<file path="src/rtl/irpd_pkg.sv">
`timescale 1ns / 1ps
`default_nettype none
// ----------------------------------------------------------------------------
// IR pulse-distance decoder package
// Shared widths, register map, reset values, result kinds and the transaction
// payloads of the infrared pulse-distance decoder.
// ----------------------------------------------------------------------------
package irpd_pkg;

    // Timer and duration width.
    localparam int unsigned TIME_W = 24;
    localparam logic [TIME_W-1:0] TIME_MASK = {TIME_W{1'b1}};

    // Divider step counter width.
    localparam int unsigned CNT_W = $clog2(TIME_W);

    // Register map, indexed by paddr[3:2].
    localparam logic [1:0] REG_SCALE     = 2'd0;
    localparam logic [1:0] REG_BIT0_MIN  = 2'd1;
    localparam logic [1:0] REG_BIT_SPLIT = 2'd2;
    localparam logic [1:0] REG_BIT_MAX   = 2'd3;

    // Register reset values.
    localparam logic [7:0]  SCALE_RST     = 8'd9;
    localparam logic [15:0] BIT0_MIN_RST  = 16'd562;
    localparam logic [15:0] BIT_SPLIT_RST = 16'd1678;
    localparam logic [15:0] BIT_MAX_RST   = 16'd3375;

    // Result kinds.
    localparam logic [1:0] KIND_MARK  = 2'd0;
    localparam logic [1:0] KIND_SPACE = 2'd1;
    localparam logic [1:0] KIND_BYTE  = 2'd2;

    // Input transaction payload.
    typedef struct packed {
        logic [TIME_W-1:0] edge_time;
        logic              last_edge;
    } in_item_t;

    // Output transaction payload.
    typedef struct packed {
        logic [1:0]        kind;
        logic [TIME_W-1:0] value;
        logic              bit_error;
    } out_item_t;

endpackage
`default_nettype wire

</file>
<file path="src/rtl/ir_pulse_distance_decoder.sv">
`timescale 1ns / 1ps
`default_nettype none
// ----------------------------------------------------------------------------
// IR pulse-distance decoder
// Decodes NEC-style infrared frames from captured down-counter edge stamps:
// header mark and space durations, then LSB-first data bytes with an error
// flag. Durations are divided by the scale register in a bit-serial divider.
// ----------------------------------------------------------------------------
//  Channel   Direction  Handshake              Payload
//  in        input      in_valid / in_ready    irpd_pkg::in_item_t
//  out       output     out_valid / out_ready  irpd_pkg::out_item_t
//  cfg       input      APB psel/penable       4 registers on a 32-bit bus
//
//  An edge that needs no duration is taken in the idle state alone. An edge that
//  closes a header duration or a bit period is loaded, then runs 24 restoring
//  divider steps (one quotient bit each) and a final step that decodes and loads the result.
//  The output register holds one result; a finished item waits in its final
//  step only while that register is still full and out_ready is low.
//  Reset is asynchronous and active low; there is no clearing pass.
// ----------------------------------------------------------------------------
module ir_pulse_distance_decoder (
    input  wire logic                clk,
    input  wire logic                rst_n,
    // Edge stamp channel
    input  wire logic                in_valid,
    output logic                     in_ready,
    input  wire irpd_pkg::in_item_t  in_data,
    // Result channel
    output logic                     out_valid,
    input  wire logic                out_ready,
    output irpd_pkg::out_item_t      out_data,
    // Configuration port
    input  wire logic                psel,
    input  wire logic                penable,
    input  wire logic                pwrite,
    input  wire logic [3:0]          paddr,
    input  wire logic [31:0]         pwdata,
    output logic [31:0]              prdata,
    output logic                     pready
);

    typedef enum logic [1:0] {
        PH_EDGE0,
        PH_MARK,
        PH_SPACE,
        PH_BITS
    } phase_t;

    typedef enum logic [1:0] {
        S_IDLE,
        S_DIV,
        S_DONE
    } state_t;

    // Configuration registers
    logic [7:0]  scale_reg;
    logic [15:0] bit0_min_reg;
    logic [15:0] bit_split_reg;
    logic [15:0] bit_max_reg;

    // Frame state
    phase_t                      phase_reg;
    logic                        first_burst_reg;
    logic [irpd_pkg::TIME_W-1:0] prev_edge_reg;
    logic [irpd_pkg::TIME_W-1:0] period_start_reg;
    logic                        edge_parity_reg;
    logic [7:0]                  shift_byte_reg;
    logic [2:0]                  bit_count_reg;
    logic                        error_seen_reg;
    logic                        byte_done_reg;

    // Sequencer and divider
    state_t                      state_reg;
    phase_t                      job_reg;
    logic                        last_reg;
    logic [irpd_pkg::TIME_W-1:0] div_reg;
    logic [irpd_pkg::TIME_W-1:0] div_next;
    logic [7:0]                  rem_reg;
    logic [7:0]                  rem_next;
    logic [irpd_pkg::CNT_W-1:0]  cnt_reg;

    // Output register
    logic                        out_valid_reg;
    irpd_pkg::out_item_t         out_data_reg;

    // Combinational helpers
    logic                        cfg_wr;
    logic                        accept;
    logic                        need_div;
    logic                        done_go;
    logic                        clear_frame;
    logic [7:0]                  eff_scale;
    logic [8:0]                  rem_shift;
    logic                        quot_bit;
    logic [irpd_pkg::TIME_W-1:0] diff_src;
    logic [irpd_pkg::TIME_W-1:0] diff;
    logic [irpd_pkg::TIME_W-1:0] first_time;
    logic                        is_zero;
    logic                        is_one;
    logic                        is_gap;
    logic [7:0]                  byte_next;
    logic                        err_next;

    // Handshake and port outputs.
    assign in_ready  = (state_reg == S_IDLE);
    assign accept    = in_valid && in_ready;
    assign out_valid = out_valid_reg;
    assign out_data  = out_data_reg;
    assign pready    = 1'b1;
    assign cfg_wr    = psel && penable && pwrite && pready;

    // Register read-back.
    always_comb
    begin
        unique case (paddr[3:2])
            irpd_pkg::REG_SCALE:     prdata = {24'd0, scale_reg};
            irpd_pkg::REG_BIT0_MIN:  prdata = {16'd0, bit0_min_reg};
            irpd_pkg::REG_BIT_SPLIT: prdata = {16'd0, bit_split_reg};
            irpd_pkg::REG_BIT_MAX:   prdata = {16'd0, bit_max_reg};
            default:                 prdata = 32'd0;
        endcase
    end

    // A zero scale divides as one.
    assign eff_scale = (scale_reg == 8'd0) ? 8'd1 : scale_reg;

    // One restoring divider step: the dividend shifts out at the top while
    // quotient bits shift in at the bottom of the same register.
    assign rem_shift = {rem_reg, div_reg[irpd_pkg::TIME_W-1]};
    assign quot_bit  = (rem_shift >= {1'b0, eff_scale});
    assign rem_next  = quot_bit ? 8'(rem_shift - {1'b0, eff_scale}) : rem_shift[7:0];
    assign div_next  = {div_reg[irpd_pkg::TIME_W-2:0], quot_bit};

    // Timer difference; a wrapped counter saturates to the full range.
    assign diff_src   = (phase_reg == PH_BITS) ? period_start_reg : prev_edge_reg;
    assign diff       = (diff_src >= in_data.edge_time) ? (diff_src - in_data.edge_time)
                                                        : irpd_pkg::TIME_MASK;
    assign first_time = (first_burst_reg && in_data.edge_time == '0) ? irpd_pkg::TIME_MASK
                                                                     : in_data.edge_time;

    // Header edges and the closing edge of a bit period need a duration.
    assign need_div = (phase_reg == PH_MARK) || (phase_reg == PH_SPACE)
                   || (phase_reg == PH_BITS && edge_parity_reg);

    // Bit period classification on the finished quotient.
    assign is_zero = (irpd_pkg::TIME_W'(bit0_min_reg) < div_reg)
                  && (div_reg < irpd_pkg::TIME_W'(bit_split_reg));
    assign is_one  = (irpd_pkg::TIME_W'(bit_split_reg) <= div_reg)
                  && (div_reg < irpd_pkg::TIME_W'(bit_max_reg));
    assign is_gap  = (bit_count_reg == 3'd0) && byte_done_reg
                  && (div_reg > irpd_pkg::TIME_W'(bit_max_reg));
    assign byte_next = is_zero ? {1'b0, shift_byte_reg[7:1]}
                     : is_one  ? {1'b1, shift_byte_reg[7:1]}
                     : shift_byte_reg;
    assign err_next  = error_seen_reg || !(is_zero || is_one);

    // The final step may proceed once the output register has room.
    assign done_go     = (state_reg == S_DONE) && (!out_valid_reg || out_ready);
    assign clear_frame = (accept && !need_div && in_data.last_edge) || (done_go && last_reg);

    // Sequencer, frame state, divider and output register.
    always_ff @(posedge clk or negedge rst_n)
    begin
        if (!rst_n)
        begin
            scale_reg        <= irpd_pkg::SCALE_RST;
            bit0_min_reg     <= irpd_pkg::BIT0_MIN_RST;
            bit_split_reg    <= irpd_pkg::BIT_SPLIT_RST;
            bit_max_reg      <= irpd_pkg::BIT_MAX_RST;
            phase_reg        <= PH_EDGE0;
            first_burst_reg  <= 1'b1;
            prev_edge_reg    <= '0;
            period_start_reg <= '0;
            edge_parity_reg  <= 1'b0;
            shift_byte_reg   <= 8'd0;
            bit_count_reg    <= 3'd0;
            error_seen_reg   <= 1'b0;
            byte_done_reg    <= 1'b0;
            state_reg        <= S_IDLE;
            job_reg          <= PH_EDGE0;
            last_reg         <= 1'b0;
            div_reg          <= '0;
            rem_reg          <= 8'd0;
            cnt_reg          <= '0;
            out_valid_reg    <= 1'b0;
            out_data_reg     <= '0;
        end
        else
        begin
            // Configuration writes
            if (cfg_wr)
            begin
                unique case (paddr[3:2])
                    irpd_pkg::REG_SCALE:     scale_reg     <= pwdata[7:0];
                    irpd_pkg::REG_BIT0_MIN:  bit0_min_reg  <= pwdata[15:0];
                    irpd_pkg::REG_BIT_SPLIT: bit_split_reg <= pwdata[15:0];
                    irpd_pkg::REG_BIT_MAX:   bit_max_reg   <= pwdata[15:0];
                    default: ;
                endcase
            end

            // Output transaction completes
            if (out_valid_reg && out_ready)
            begin
                out_valid_reg <= 1'b0;
            end

            unique case (state_reg)
                S_IDLE:
                begin
                    if (accept)
                    begin
                        last_reg <= in_data.last_edge;
                        job_reg  <= phase_reg;
                        div_reg  <= diff;
                        rem_reg  <= 8'd0;
                        cnt_reg  <= irpd_pkg::CNT_W'(irpd_pkg::TIME_W - 1);
                        unique case (phase_reg)
                            PH_EDGE0:
                            begin
                                first_burst_reg <= 1'b0;
                                prev_edge_reg   <= first_time;
                                phase_reg       <= PH_MARK;
                            end
                            PH_MARK:
                            begin
                                prev_edge_reg <= in_data.edge_time;
                                state_reg     <= S_DIV;
                            end
                            PH_SPACE:
                            begin
                                prev_edge_reg    <= in_data.edge_time;
                                period_start_reg <= in_data.edge_time;
                                edge_parity_reg  <= 1'b0;
                                state_reg        <= S_DIV;
                            end
                            PH_BITS:
                            begin
                                prev_edge_reg   <= in_data.edge_time;
                                edge_parity_reg <= !edge_parity_reg;
                                if (edge_parity_reg)
                                begin
                                    period_start_reg <= in_data.edge_time;
                                    state_reg        <= S_DIV;
                                end
                            end
                            default: ;
                        endcase
                    end
                end

                S_DIV:
                begin
                    div_reg <= div_next;
                    rem_reg <= rem_next;
                    cnt_reg <= cnt_reg - 1'b1;
                    if (cnt_reg == '0)
                    begin
                        state_reg <= S_DONE;
                    end
                end

                S_DONE:
                begin
                    if (done_go)
                    begin
                        state_reg <= S_IDLE;
                        unique case (job_reg)
                            PH_MARK, PH_SPACE:
                            begin
                                out_valid_reg          <= 1'b1;
                                out_data_reg.kind      <= (job_reg == PH_MARK)
                                                          ? irpd_pkg::KIND_MARK
                                                          : irpd_pkg::KIND_SPACE;
                                out_data_reg.value     <= div_reg;
                                out_data_reg.bit_error <= 1'b0;
                                phase_reg              <= (job_reg == PH_MARK)
                                                          ? PH_SPACE : PH_BITS;
                            end
                            PH_BITS:
                            begin
                                if (is_gap)
                                begin
                                    // Frame gap: this edge opens the next header.
                                    byte_done_reg   <= 1'b0;
                                    shift_byte_reg  <= 8'd0;
                                    error_seen_reg  <= 1'b0;
                                    edge_parity_reg <= 1'b0;
                                    phase_reg       <= PH_MARK;
                                end
                                else if (bit_count_reg == 3'd7)
                                begin
                                    out_valid_reg          <= 1'b1;
                                    out_data_reg.kind      <= irpd_pkg::KIND_BYTE;
                                    out_data_reg.value     <= irpd_pkg::TIME_W'(byte_next);
                                    out_data_reg.bit_error <= err_next;
                                    shift_byte_reg         <= 8'd0;
                                    bit_count_reg          <= 3'd0;
                                    error_seen_reg         <= 1'b0;
                                    byte_done_reg          <= 1'b1;
                                end
                                else
                                begin
                                    shift_byte_reg <= byte_next;
                                    error_seen_reg <= err_next;
                                    bit_count_reg  <= bit_count_reg + 1'b1;
                                end
                            end
                            default: ;
                        endcase
                    end
                end

                default:
                begin
                    state_reg <= S_IDLE;
                end
            endcase

            // The last edge of a burst drops any partial byte.
            if (clear_frame)
            begin
                phase_reg        <= PH_EDGE0;
                first_burst_reg  <= 1'b1;
                prev_edge_reg    <= '0;
                period_start_reg <= '0;
                edge_parity_reg  <= 1'b0;
                shift_byte_reg   <= 8'd0;
                bit_count_reg    <= 3'd0;
                error_seen_reg   <= 1'b0;
                byte_done_reg    <= 1'b0;
            end
        end
    end

    // Partial byte progress only exists while data bits are being decoded.
    assert property (@(posedge clk) disable iff (!rst_n)
        (bit_count_reg != 3'd0) |-> (phase_reg == PH_BITS))
    else $error("bit count set outside the data phase");

    // A pending error flag only exists while data bits are being decoded.
    assert property (@(posedge clk) disable iff (!rst_n)
        error_seen_reg |-> (phase_reg == PH_BITS))
    else $error("error flag set outside the data phase");

    // The zero-stamp substitution is armed only before the first header edge.
    assert property (@(posedge clk) disable iff (!rst_n)
        first_burst_reg |-> (phase_reg == PH_EDGE0))
    else $error("first burst flag set past header edge zero");

    // Header durations never carry an error flag.
    assert property (@(posedge clk) disable iff (!rst_n)
        (out_valid_reg && out_data_reg.kind != irpd_pkg::KIND_BYTE)
        |-> !out_data_reg.bit_error)
    else $error("header duration flagged with a bit error");

endmodule
`default_nettype wire
</file>
<file path="config.mk">
export PLATFORM = sky130hd
export DESIGN_NAME = ir_pulse_distance_decoder
export DESIGN_NICKNAME = d
export VERILOG_FILES = /design/src/rtl/irpd_pkg.sv /design/src/rtl/ir_pulse_distance_decoder.sv
export SDC_FILE = /design/constraint.sdc
export NUM_CORES = 1
export LEC_CHECK = 0
export BUFFER_PORTS_ARGS = -buffer_cell sky130_fd_sc_hd__buf_2
export CORE_UTILIZATION = 50
export CTS_CLUSTER_DIAMETER = 40
export CTS_CLUSTER_SIZE = 30
export DETAILED_ROUTE_END_ITERATION = 10
export PLACE_DENSITY = 0.7
export SLEW_MARGIN = 20
export SYNTH_ARGS = -nofsm -noshare
export SYNTH_HDL_FRONTEND = slang
export SYNTH_SLANG_ARGS = --single-unit
</file>
<file path="constraint.sdc">
create_clock -name clk -period 7.1 [get_ports clk]
set_clock_uncertainty 0.05 [all_clocks]
set_input_delay 1.42 -clock clk [delete_from_list [all_inputs] [get_ports clk]]
set_output_delay 1.42 -clock clk [all_outputs]
set_load 0.01 [all_outputs]
</file>
==> flow_summary.yaml <==
status:
  run_status: "completed"
route:
  detail_route.wl_per_cell_um: 18.3
  via_per_inst: 5.83
  vias: 9308
  drc: 0
  drtIter0Drc: 640
  ant_nets: 0
  first_pass_iters: 5
  drt-total-wl_mm: 29.2
power:
  power_density_nw_per_um2: 385
  finalPower_uw: 5020
  power_leakage_uw: 0.00607
  peakVddDrop_mv: 0.181
synth:
  async_reset_ff_share_pct: 100
  yosysWarningCount: 0
  synth-main-ff-cell: "dfrtp_1"
  syn_area_um2: 11800
  ys_ff_latch: 191
  syn_inst: 1207
  avgSynthCellArea_um2: 9.73
  synth_cell_types: 77
  synth_edf_count: 0
  ys_seq_area_share_pct: 40.9
sta:
  relSlewSlack_pct: 31.0
  setup_viol: 0
  setup_slack_ns: 2.74
  timing.fmax_mhz: 229
  grt_setup_unrepaired: "false"
  fin_crit_ns: 4.36
  tightest_slew_ns: 1.03
  fin_setup_tns_ns: 0
  post-route-period-util_pct: 61.4
  slew_violations: 0
  hold_viol: 0
critical_path:
  cp-start-kind: "input port"
  cp.required_ns: 5.63
  cp_cell_sequence: "buf_2 -> nor2b_1 -> a22o_1 -> buf_2"
  slowest_stage: "nor2b_1"
  critPathTopFamily: "buffers and inverters"
  cpPeakStageDelay_ns: 0.60
  crit_type: "in -> out"
  cp-end-kind: "output pin"
  r2r_slack_ns: 3.11
  cp_common_cell: "buf_2"
  path_max_fanout: 21
  critPathArrivalTime_ns: 2.89
  timing.rr.start: "phase_reg[1]$_DFFE_PN0P_"
  crit_buf_inv: 2
  startpoint: "paddr[2]"
layout:
  mostFrequentLayoutCell: "dfrtp_1"
  final_cells: 1596
  final_layout_size_suffix_gt1_share_pct: 22.1
  largest_reg_flops: 27
  syn2layout_area_growth_pct: 10.9
  final_net_count: 1431
  final_cell_mix: "170 x dfrtp_1, 144 x nand2_1, 93 x buf_2, 91 x ha_1, 87 x a21oi_1"
  nFillCells: 2078
  antennaDiodeCount: 0
cts:
  post-cts-setup-buffers: 0
  clk_transition_reported_paths_ns: 0.07
  clk_latency_ns: 0.45
  cts_root_buf: "clkbuf_16"
  numClockSinks: 191
  htree_levels: 4
  ctsHoldBuffers: 0
  cts_tree: "yes"
  clock_path_buffers: 2
  numCtsBuffers: 17
  post_cts_resize_count: 0
grt:
  grt_max_degree: 76
  antenna_found_initial: 0
  grt_overflow_total: 0
  grt_pass1_wl_mm: 48.1
  grt_pass1_vias: 9148
  grtUsageTotal_pct: 25.3
flow_run:
  cap_viol_max_count: 0
placed_design:
  gp_congestion: 0.887
  dp_cells: 1564
  post-dp-hpwl_mm: 20.8
  dp_slack_ns: 2.72
  io_buffer_count: 94
min_path:
  hold_start: "first_burst_reg$_DFFE_PN1P_"
  hp-class: "reg -> reg"
floorplanning:
  io_pins: 130
  start_util_pct: 51.4
  fp.coreArea_um2: 22800
  dieArea_um2: 24100
  rows: 55
  fp.dieW_um: 155
  die_h_um: 155
## through the flow
stage	util (%)	hold slack (ns)	cell area (µm²)
2_1_floorplan	-	0.386	11800
3_3_place_gp	54.4	0.407	12400
3_5_place_dp	54.4	0.411	12400
4_1_cts	57.0	0.427	13000
5_1_grt	57.0	0.447	13000
6_report	57.0	0.423	13000
## Yosys cell counts, types with 5 or more instances
master	count	area share, %
dfstp_2	21	4.7
nor2b_1	12	0.64
a21o_1	20	1.3
a22o_1	9	0.67
o31ai_1	11	0.70
nor2_1	35	1.1
mux4_2	8	1.5
a21oi_1	88	3.7
ha_1	91	9.7
nand4_1	10	0.53
nor3_1	16	0.68
mux2i_1	19	1.6
o21ai_0	62	2.6
o21ai_1	6	0.26
buf_4	18	1.2
a221o_1	8	0.68
nor4_1	7	0.37
mux2_2	65	6.2
a31oi_1	8	0.43
inv_1	79	2.5
clkbuf_1	56	1.8
dfrtp_1	170	36
xnor2_1	11	0.82
and3_1	13	0.69
and2_1	5	0.27
a32oi_1	10	0.75
nand3b_1	6	0.38
nand2b_1	7	0.37
o221a_2	24	2.3
nand2_1	144	4.6
a211oi_1	6	0.38
o211ai_1	11	0.70
xor2_1	10	0.75
nand3_1	49	2.1
a31o_2	8	0.60
a22oi_1	5	0.32
o22ai_1	9	0.48
## worst reg2reg max path: cells and delay by family, from the launching register on
| kind | cells | cell delay, ns |
|---|---|---|
| compound gates | 7 | 1.66 |
| fa+ha+maj | 3 | 0.80 |
| flops | 1 | 0.43 |
| buf+inv | 2 | 0.43 |
| mux | 1 | 0.28 |
| xor+xnor | 1 | 0.21 |
## cell type report
type	instances	area, µm²	share of cell area (%)
Multi-Input combinational cell	870	6340	48.6
Sequential cell	191	4810	36.9
Timing Repair Buffer	110	599	4.60
Clock buffer	20	447	3.43
Tap cell	313	392	3.00
Inverter	80	300	2.30
Clock inverter	12	153	1.17
## final timing paths
path / cells past startpoint / end
max: 4 / prdata[13]
min: 2 / first_burst_reg$_DFFE_PN1P_
max reg2reg: 14 / div_reg[20]$_DFFE_PN0P_
min reg2reg: 2 / first_burst_reg$_DFFE_PN1P_
max in group asynchronous: 2 / div_reg[19]$_DFFE_PN0P_
min in group asynchronous: 1 / scale_reg[5]$_DFFE_PN0P_
## layer usage
| layer | wire length [µm] | share of wire [%] | up-vias | GRT usage, % |
|---|---|---|---|---|
| met4 | 398 | 1.4 | 0 | 6.58 |
| met5 | 0 | 0 | - | 0 |
| met1 | 13900 | 47 | 4569 | 35.4 |
| li1 | - | - | 4482 | - |
| met3 | 1350 | 4.6 | 35 | 3.82 |
| met2 | 13600 | 47 | 222 | 40.9 |
## power breakdown
part / switching [µW] / internal [µW] / total (µW)
logic: 1270 / 1050 / 2320
registers: 288 / 1430 / 1720
clock network: 450 / 539 / 989
total: 2010 / 3010 / 5020
## cell families after synthesis
group | share of synthesized area, %
flip-flops | 40.9
buffers and inverters | 5.76
XOR/XNOR | 1.57
AND/OR/NAND/NOR | 13.4
AO/OA/AOI/OAI | 18.8
multiplexers | 9.48
adder cells (fa/ha/maj) | 10.0
other | 0.0639
Note: power is estimated with default switching activity, not from simulation.
